===== config.mk =====
export PLATFORM = sky130hd
export DESIGN_NAME = stg_amp
export DESIGN_NICKNAME = d
export VERILOG_FILES = /design/src/design/stg_pkg.sv /design/src/design/stg_amp.sv
export SDC_FILE = /design/constraint.sdc
export NUM_CORES = 2
export LEC_CHECK = 0
export ABC_AREA = 1
export BUFFER_PORTS_ARGS = -buffer_cell sky130_fd_sc_hd__buf_4
export CAP_MARGIN = 5
export CORE_ASPECT_RATIO = 0.6
export CORE_MARGIN = 1
export CORE_UTILIZATION = 30
export CTS_CLUSTER_DIAMETER = 40
export CTS_CLUSTER_SIZE = 10
export DETAILED_ROUTE_END_ITERATION = 6
export GPL_ROUTABILITY_DRIVEN = 1
export HOLD_SLACK_MARGIN = 0.08
export SYNTH_ARGS = -nofsm -noshare
export SYNTH_HDL_FRONTEND = slang
export SYNTH_SLANG_ARGS = --single-unit

===== constraint.sdc =====
create_clock -name clk -period 1.4 [get_ports clk]
set_clock_uncertainty 0.1 [all_clocks]
set_input_delay 0.14 -clock clk [delete_from_list [all_inputs] [get_ports clk]]
set_output_delay 0.14 -clock clk [all_outputs]
set_load 0.02 [all_outputs]

===== src/design/stg_pkg.sv =====
// Shared types and constants for the sinusoid trajectory generator.
// No dependencies; imported by every stg_* module and the top level.
`timescale 1ns / 1ps
`default_nettype none

package stg_pkg;

	// Configuration register indexes
	typedef enum logic [1:0] {
		REG_OFFSET    = 2'd0,
		REG_AMPLITUDE = 2'd1,
		REG_FREQUENCY = 2'd2,
		REG_PHASE     = 2'd3
	} stg_reg_t;

	localparam int          SIN_WIDTH  = 15;
	localparam int          W_WIDTH    = 35;
	localparam logic [18:0] TWO_PI_Q16 = 19'd411775;

	// Per-word control carried down the pipeline
	typedef struct packed {
		logic valid;
		logic sin_neg;
		logic cos_neg;
	} stg_ctl_t;

endpackage

`default_nettype wire


===== src/design/stg_amp.sv =====
// Amplitude scaling of sine and cosine, magnitude and sign form (stage 4).
// Depends on stg_pkg.
`timescale 1ns / 1ps
`default_nettype none

module stg_amp import stg_pkg::*; (
	input  logic                 clk,
	input  logic                 arst_n,
	input  logic [31:0]          amplitude,
	input  logic [SIN_WIDTH-1:0] sin_mag,
	input  logic [SIN_WIDTH-1:0] cos_mag,
	input  stg_ctl_t             ctl_in,
	output logic [31:0]          ms_s4,
	output logic [31:0]          mc_s4,
	output stg_ctl_t             ctl_s4
);

	logic        aneg;
	logic [31:0] amag;
	logic [46:0] ps;
	logic [46:0] pc;

	assign aneg = amplitude[31];
	assign amag = aneg ? (32'd0 - amplitude) : amplitude;
	assign ps   = 47'(amag) * 47'(sin_mag) + 47'd16384;
	assign pc   = 47'(amag) * 47'(cos_mag) + 47'd16384;

	always_ff @(posedge clk or negedge arst_n) begin
		if (!arst_n) begin
			ctl_s4 <= '0;
		end else begin
			ctl_s4.valid   <= ctl_in.valid;
			ctl_s4.sin_neg <= aneg ^ (ctl_in.sin_neg && (sin_mag != '0));
			ctl_s4.cos_neg <= aneg ^ (ctl_in.cos_neg && (cos_mag != '0));
		end
	end

	always_ff @(posedge clk) begin
		ms_s4 <= ps[46:15];
		mc_s4 <= pc[46:15];
	end

endmodule

`default_nettype wire


==> reports/results.txt <==
Outcome - complete, but fails checks
Failing checks - setup timing
Worst EP arrival - 6560 ps
CP required - 1560 ps
Synth Instances - 4353
Minimum clock period - 6397 ps
Setup ws final - -4997 ps
Commonest cells in the netlist - 1055 x inv_1, 902 x nand2_1, 776 x fa_1
# port buffers - 133
Register area share after synthesis - 0.04007
Max Fclk - 156.3 MHz
Area growth syn-to-layout - 39.92%
HP Class - in2reg
Endpoints failing setup - 66
CORE AREA - 111900 um^2
Worst Path Max Fanout - 6
I/O pin cnt - 134
Top_reg_cell synth - dfxtp_1
Most frequent CP cell - fa_1
WS Path Type - in2reg
Actual slew at the worst max-slew pin - 564.0 ps
Number of synthesized flops with an enable pin - 0
Die height - 262.2 um
Root Buffer - clkbuf_16
Row count - 95
Layout Nets - 6258
WL final - 133.2 mm
Final Core Density - 0.4235
Slew Limit Headroom - 0.6200
Ys async rst share - 0.04478
Mapped Area - 33850 um^2
Register bit total from synthesis - 67
Post-route DRC - 0
Post-DRT Antenna Nets - 0
Hold depth - 5
Synth top area cells - fa_1 46%, inv_1 12%, ha_1 10%
Tcrit/Tclk final - 4.569
Max-cap violation count - 0
Hold endpoint - ctl_s4[1]$_DFF_PN0_
H-tree depth - 3
Routability cong. - 1.006
CTS clk-pin slew, worst paths - 60 ps
GR Overflow Total - 0
Vias - 31653
Global-route wire length before repair - 200.4 mm
Post-detail-place hpwl - 115.4 mm
Max-slew violations - 0
Final hold violation count - 0
Max Root-Sink Buffers - 2
Total global-route track usage - 0.2326
RSZ-0062 raised after global routing - true
HP Start - ctl_in[1]
Die X - 435.7 um
Startpoint types - primary input
Worst path max stage delay - 550 ps
Num CTS Buffers - 9
Most common cell in the netlist - inv_1
Initial antenna violation count - 5
Avg Inst Size Synth - 7.777 um^2
Fillers - 11054
Vias in the first global route - 31942
DRT iter0 DRCs - 2902
Post-synth top area cell - fa_1
DRT Pass-1 Iters - 6
Post-synth top area share - 0.4589
Wire per inst - 20.02 um
CTS tree - done
Area of the multi-input gates - 31150 um^2
Synth Warn # - 0
Synth unique cells - 50
FF/Latch Area - 1356 um^2
Critical path's slowest cell - fa_1
Crit path capture type - register
Syn nets - 5469
Vias/cell - 4.758
Die footprint - 114200 um^2
Starting Density - 0.3027
Largest net degree at the start of global routing - 29
Proportion of layout cells with a drive suffix above 1 - 0.3223
Clock net sink count - 67
[through the flow]
step	cells	instance area [um^2]	setup TNS (ps)	hold slack [ps]	worst slack, ps
2_1_floorplan	4353	34910	-278380	-255.6	-4537
3_3_place_gp	6538	43220	-346820	-169.7	-5675
3_5_place_dp	6538	43220	-349410	-168.4	-5696
6_report	6653	47370	-308070	199.8	-4997
4_1_cts	6601	45130	-302870	174.3	-4851
5_1_grt	6653	47370	-322190	185.7	-5215
[critical path: cells and delay by family]
kind | cells | cell delay, ps
adder cells (fa/ha/maj) | 7 | 3230
buffers and inverters | 12 | 1130
AND/OR/NAND/NOR | 11 | 1230
AO/OA/AOI/OAI | 4 | 620
XOR/XNOR | 1 | 160
[cell type report]
| cell class | count | area share |
|---|---|---|
| Antenna cell | 3 | 0.0001585 |
| Multi-Input combinational cell | 3037 | 0.6577 |
| Clock inverter | 6 | 0.001823 |
| Clock buffer | 10 | 0.005283 |
| Timing Repair inverter | 1 | 0.0001849 |
| Inverter | 1077 | 0.08727 |
| Sequential cell | 67 | 0.02863 |
| Timing Repair Buffer | 949 | 0.1793 |
| Tap cell | 1503 | 0.03970 |
[cell usage in the layout (no fill, tap or decap), drive strengths merged, types with 19 or more instances in the layout]
master  count
inv      1062
nand4      22
nor2      545
nand3     141
a21o       19
buf       944
xor2       39
dfxtp      64
ha        273
o21ai      54
fa        776
a21oi     115
a31oi      24
o21bai     22
nand2     913
nor3       28
[registers in the layout, indices dropped and copies added, names as in the netlist]
signal,cells
ms_s4,32
ctl_s4,3
mc_s4,32
[layer usage]
metal	routed length, um	global-route usage	vias up
met5	0	0	-
met4	1321	0.02912	0
met3	17850	0.08219	67
met2	49630	0.2942	1516
met1	64370	0.3734	15785
li1	-	-	14285
[cells by family (layout without fill, tap and decap cells)]
logic type,count (synthesis),count (layout),synth area share
AND/OR/NAND/NOR,1670,1670,0.1986
buffers and inverters,1249,2043,0.1416
adder cells (fa/ha/maj),1049,1049,0.5598
AO/OA/AOI/OAI,261,261,0.04524
flip-flops,67,67,0.04007
XOR/XNOR,57,57,0.01475
other,0,3,0
[how the worst max path moves through the flow]
stage	startpoint	end	slack (ps)	cells past startpoint
2_1_floorplan	amplitude[1]	mc_s4[31]$_DFF_P_	-4540	34
3_3_place_gp	amplitude[1]	mc_s4[30]$_DFF_P_	-5670	34
3_5_place_dp	amplitude[0]	mc_s4[30]$_DFF_P_	-5700	32
4_1_cts	amplitude[0]	ms_s4[22]$_DFF_P_	-4850	33
5_1_grt	amplitude[1]	mc_s4[24]$_DFF_P_	-5220	34
6_report	amplitude[1]	mc_s4[24]$_DFF_P_	-5000	35
[repair_timing]
action / 4_1_cts / 5_1_grt
gates resized for setup: 317 / 474
buffers inserted: 43 / 50
setup endpoints to repair: 66 / 66
hold buffers: 4 / 0
endpoints found under the hold margin: 5 / 0
pin swaps: 119 / 205
cloned: 1 / 1
Power is left out: the tool's default activity adds up to more than one toggle a clock period on the data nets, which glitch-free logic cannot reach.
