**config.mk**
```make
export PLATFORM = sky130hd
export DESIGN_NAME = stg_phase
export DESIGN_NICKNAME = d
export VERILOG_FILES = /design/src/design/stg_pkg.sv /design/src/design/stg_phase.sv
export SDC_FILE = /design/constraint.sdc
export NUM_CORES = 1
export LEC_CHECK = 0
export ABC_CLOCK_PERIOD_IN_PS = 2900
export BUFFER_PORTS_ARGS = -buffer_cell sky130_fd_sc_hd__buf_4
export CORE_AREA = 2 2 247 249
export DETAILED_ROUTE_END_ITERATION = 6
export DIE_AREA = 0 0 249 251
export SYNTH_ARGS = -nofsm -noshare
export SYNTH_HDL_FRONTEND = slang
export SYNTH_SLANG_ARGS = --single-unit
```
**constraint.sdc**
```tcl
create_clock -name clk -period 2.9 [get_ports clk]
set_input_delay 0.145 -clock clk [delete_from_list [all_inputs] [get_ports clk]]
set_output_delay 0.145 -clock clk [all_outputs]
set_load 0.02 [all_outputs]
```
**src/design/stg_pkg.sv**
```systemverilog
// Shared types and constants for the sinusoid trajectory generator.
// No dependencies; imported by every stg_* module and the top level.
`timescale 1ns / 1ps
`default_nettype none

package stg_pkg;

	// Configuration register indexes
	typedef enum logic [1:0] {
		REG_OFFSET    = 2'd0,
		REG_AMPLITUDE = 2'd1,
		REG_FREQUENCY = 2'd2,
		REG_PHASE     = 2'd3
	} stg_reg_t;

	localparam int          SIN_WIDTH  = 15;
	localparam int          W_WIDTH    = 35;
	localparam logic [18:0] TWO_PI_Q16 = 19'd411775;

	// Per-word control carried down the pipeline
	typedef struct packed {
		logic valid;
		logic sin_neg;
		logic cos_neg;
	} stg_ctl_t;

endpackage

`default_nettype wire

```
**src/design/stg_phase.sv**
```systemverilog
// Phase accumulation and quarter-wave address generation (stages 1 and 2).
// Depends on stg_pkg.
`timescale 1ns / 1ps
`default_nettype none

module stg_phase import stg_pkg::*; #(
	parameter int TBITS = 12
) (
	input  logic             clk,
	input  logic             arst_n,
	input  logic             accept,
	input  logic [31:0]      time_now,
	input  logic [31:0]      frequency,
	input  logic [31:0]      phase_turns,
	output logic [TBITS-2:0] sin_addr_s2,
	output logic [TBITS-2:0] cos_addr_s2,
	output stg_ctl_t         ctl_s2
);

	localparam int QBITS = TBITS - 2;
	localparam logic [QBITS:0] QTR_SIZE = {1'b1, {QBITS{1'b0}}};

	logic             valid_s1;
	logic [31:0]      prod_s1;
	logic [31:0]      phase;
	logic [TBITS-1:0] k;
	logic [1:0]       quad_s;
	logic [1:0]       quad_c;
	logic [QBITS:0]   r_ext;
	logic [QBITS:0]   r_mir;

	assign phase  = phase_turns + prod_s1;
	assign k      = phase[31 -: TBITS];
	assign quad_s = k[TBITS-1 -: 2];
	assign quad_c = quad_s + 2'd1;
	assign r_ext  = {1'b0, k[QBITS-1:0]};
	assign r_mir  = QTR_SIZE - r_ext;

	always_ff @(posedge clk or negedge arst_n) begin
		if (!arst_n) begin
			valid_s1 <= 1'b0;
			ctl_s2   <= '0;
		end else begin
			valid_s1       <= accept;
			ctl_s2.valid   <= valid_s1;
			ctl_s2.sin_neg <= quad_s[1];
			ctl_s2.cos_neg <= quad_c[1];
		end
	end

	always_ff @(posedge clk) begin
		prod_s1     <= frequency * time_now;
		sin_addr_s2 <= quad_s[0] ? r_mir : r_ext;
		cos_addr_s2 <= quad_c[0] ? r_mir : r_ext;
	end

endmodule

`default_nettype wire

```
==> impl_metrics.json <==
{
  "status": "finished with violations",
  "failed_checks": "design-rule violations, negative setup slack",
  "area_growth_pct": 36.8,
  "ios": 124,
  "cts_tree": "built",
  "seq_area_frac_synth": 0.0631,
  "setup_ws_ps": -3170,
  "fin_crit_sh": 2.09,
  "cts_made_buffers": 9,
  "vias_per_cell": 4.68,
  "overflow": 0,
  "synth_seq_cells": 57,
  "synth-warning-count": 0,
  "hold_viol_final": 0,
  "clk_pin_slew_ps": 60,
  "synth_top_area_share": 0.444,
  "end_kind": "flip-flop",
  "dp_cells": 3054,
  "cap_violations": 0,
  "critical_path_class": "in -> reg",
  "drt-total-wl_mm": 57.8,
  "first_global_vias": 16600,
  "synth_nets": 2650,
  "final_common_cell": "fa_1",
  "fin_cells": 3152,
  "post_drt_wl_per_cell_um": 18.3,
  "grt_pass1_wl_mm": 91.1,
  "finalSetupTns_ps": -67050,
  "synth-edff-count": 0,
  "rsz0062_at_grt": "true",
  "worstPathRequired_ps": 3130,
  "fin_util": 0.421,
  "finalMaxSlewViolations": 0,
  "clock_path_buffers": 2,
  "n_antenna_cell": 0,
  "synth_area_leaders": "fa_1 44%, and2_1 11%, ha_1 10%",
  "cts_sinks": 57,
  "h-tree-depth": 3,
  "die_area_mm2": 0.0625,
  "setup_violations": 43,
  "yosys.area.top_type": "fa_1",
  "whs_ps": 143,
  "grt_antenna_before_repair": 3,
  "rows": 90,
  "drt-initial-drc-count": 651,
  "dieWidth_um": 249,
  "fin_worst_skew_ps": 8.54,
  "fin_crit_ps": 6070,
  "max-slew-margin-rel": 0.528,
  "place.gp.congestion": 0.899,
  "syn_area_mm2": 0.0184,
  "grt_usage": 0.185,
  "portBuffers": 123,
  "core_area_mm2": 0.0598,
  "synth_ff_type": "dfxtp_1",
  "hp-class": "in -> async",
  "synth_cell_types": 60,
  "final_cell_mix": "380 x fa_1, 367 x inv_1, 343 x buf_4, 303 x and2_1, 209 x nand2_1",
  "reg2reg_depth": 16,
  "drcViolationCount": 1,
  "ant_nets": 0,
  "ctsRootBufferMaster": "clkbuf_16",
  "firstDrtPassIters": 7,
  "synthCells": 1989,
  "drive_above_1_share": 0.310,
  "start_kind": "input pin",
  "grt_max_degree": 19,
  "worst_pin_slew_ps": 690,
  "fmax_mhz": 165,
  "die_h_um": 251,
  "cp_data_arrival_time_ps": 6300,
  "place_hpwl_mm": 46.8,
  "vias": 14800,
  "clk_latency_ps": 330,
  "async_flop_share": 0.0702,
  "start_util": 0.308,
  "nets": 3026,
  "avgSynthCellArea_um2": 9.25,
  "cp_max_fo": 6
}
[cell families (layout without fill, tap and decap cells)]
| group | count (synthesis) | in the layout | share of synthesized area |
|---|---|---|---|
| compound gates | 146 | 146 | 0.0549 |
| xor+xnor | 110 | 110 | 0.0524 |
| fa+ha+maj | 562 | 562 | 0.549 |
| buf+inv | 480 | 861 | 0.0984 |
| flops | 57 | 57 | 0.0631 |
| simple gates | 634 | 634 | 0.182 |
[worst max-delay path: stages]
cell	delay (ps)
buf_12	120
buf_8	120
and2_1	170
fa_1	520
inv_1	50
fa_1	520
fa_1	480
fa_1	550
inv_1	50
fa_1	540
fa_2	440
fa_2	540
fa_2	440
ha_1	230
a21o_1	210
o21bai_1	170
a21oi_2	170
o31ai_4	110
a211oi_2	250
o41ai_2	110
a31o_2	220
xnor2_2	130
[through the flow]
step / setup WS [ps] / area, um^2
final: -3170 / 25200
after global placement: -3620 / 22300
after CTS: -3190 / 24100
after floorplan: -3370 / 18800
after detailed placement: -3690 / 22300
after global routing: -3380 / 25200
[path summary, 6_finish.rpt]
check / start / slack, ps / to
setup / recovery: time_now[3] / -3170 / prod_s1[31]$_DFF_P_
hold / removal: arst_n / 140 / valid_s1$_DFF_PN0_
setup reg to reg: prod_s1[7]$_DFF_P_ / -260 / cos_addr_s2[10]$_SDFF_PN0_
hold reg to reg: valid_s1$_DFF_PN0_ / 350 / ctl_s2[2]$_DFF_PN0_
max in group asynchronous: arst_n / 2660 / ctl_s2[1]$_DFF_PN0_
min in group clk: phase_turns[31] / 230 / ctl_s2[1]$_DFF_PN0_
[per-layer routing]
metal	routed length, um	vias to the layer above	share of wire	track usage
li1	-	6694	-	-
met1	24600	7553	0.43	0.239
met2	28800	425	0.50	0.329
met3	2630	91	0.046	0.0218
met4	1720	4	0.030	0.0483
met5	31	-	0.00054	0
[registers in the layout, indices dropped and copies added, names as in the netlist]
name         flops
cos_addr_s2     11
ctl_s2           3
prod_s1         32
sin_addr_s2     10
valid_s1         1
[final cells by class]
type,count,area [um^2]
tap,782,978
timing repair buffer,456,4170
inverter,389,1460
sequential,57,1170
fill,5584,34600
clock inverter,7,103
clock buffer,9,225
multi-input combinational,1452,17100
[synthesized netlist by cell type, drive strengths merged, types with 6 or more instances]
library cell and n:
clkbuf 86, fa 408, xnor2 83, a21oi 40, nand3 9, nor2 32
o21ai 30, ha 154, xor2 27, nand4 8, nand2 215, o21a 6
nor3 13, dfxtp 53, o21bai 7, inv 389, a21o 20, and2 335
[repair_timing]
item,4_1_cts,5_1_grt
setup buffers,54,34
setup endpoints to repair,49,50
endpoints found under the hold margin,5,0
gates cloned,4,3
hold buffers,2,0
pin swaps,118,116
resized for setup,211,178
Power is left out: the tool's default activity adds up to more than one toggle a clock period on the data nets, which glitch-free logic cannot reach.
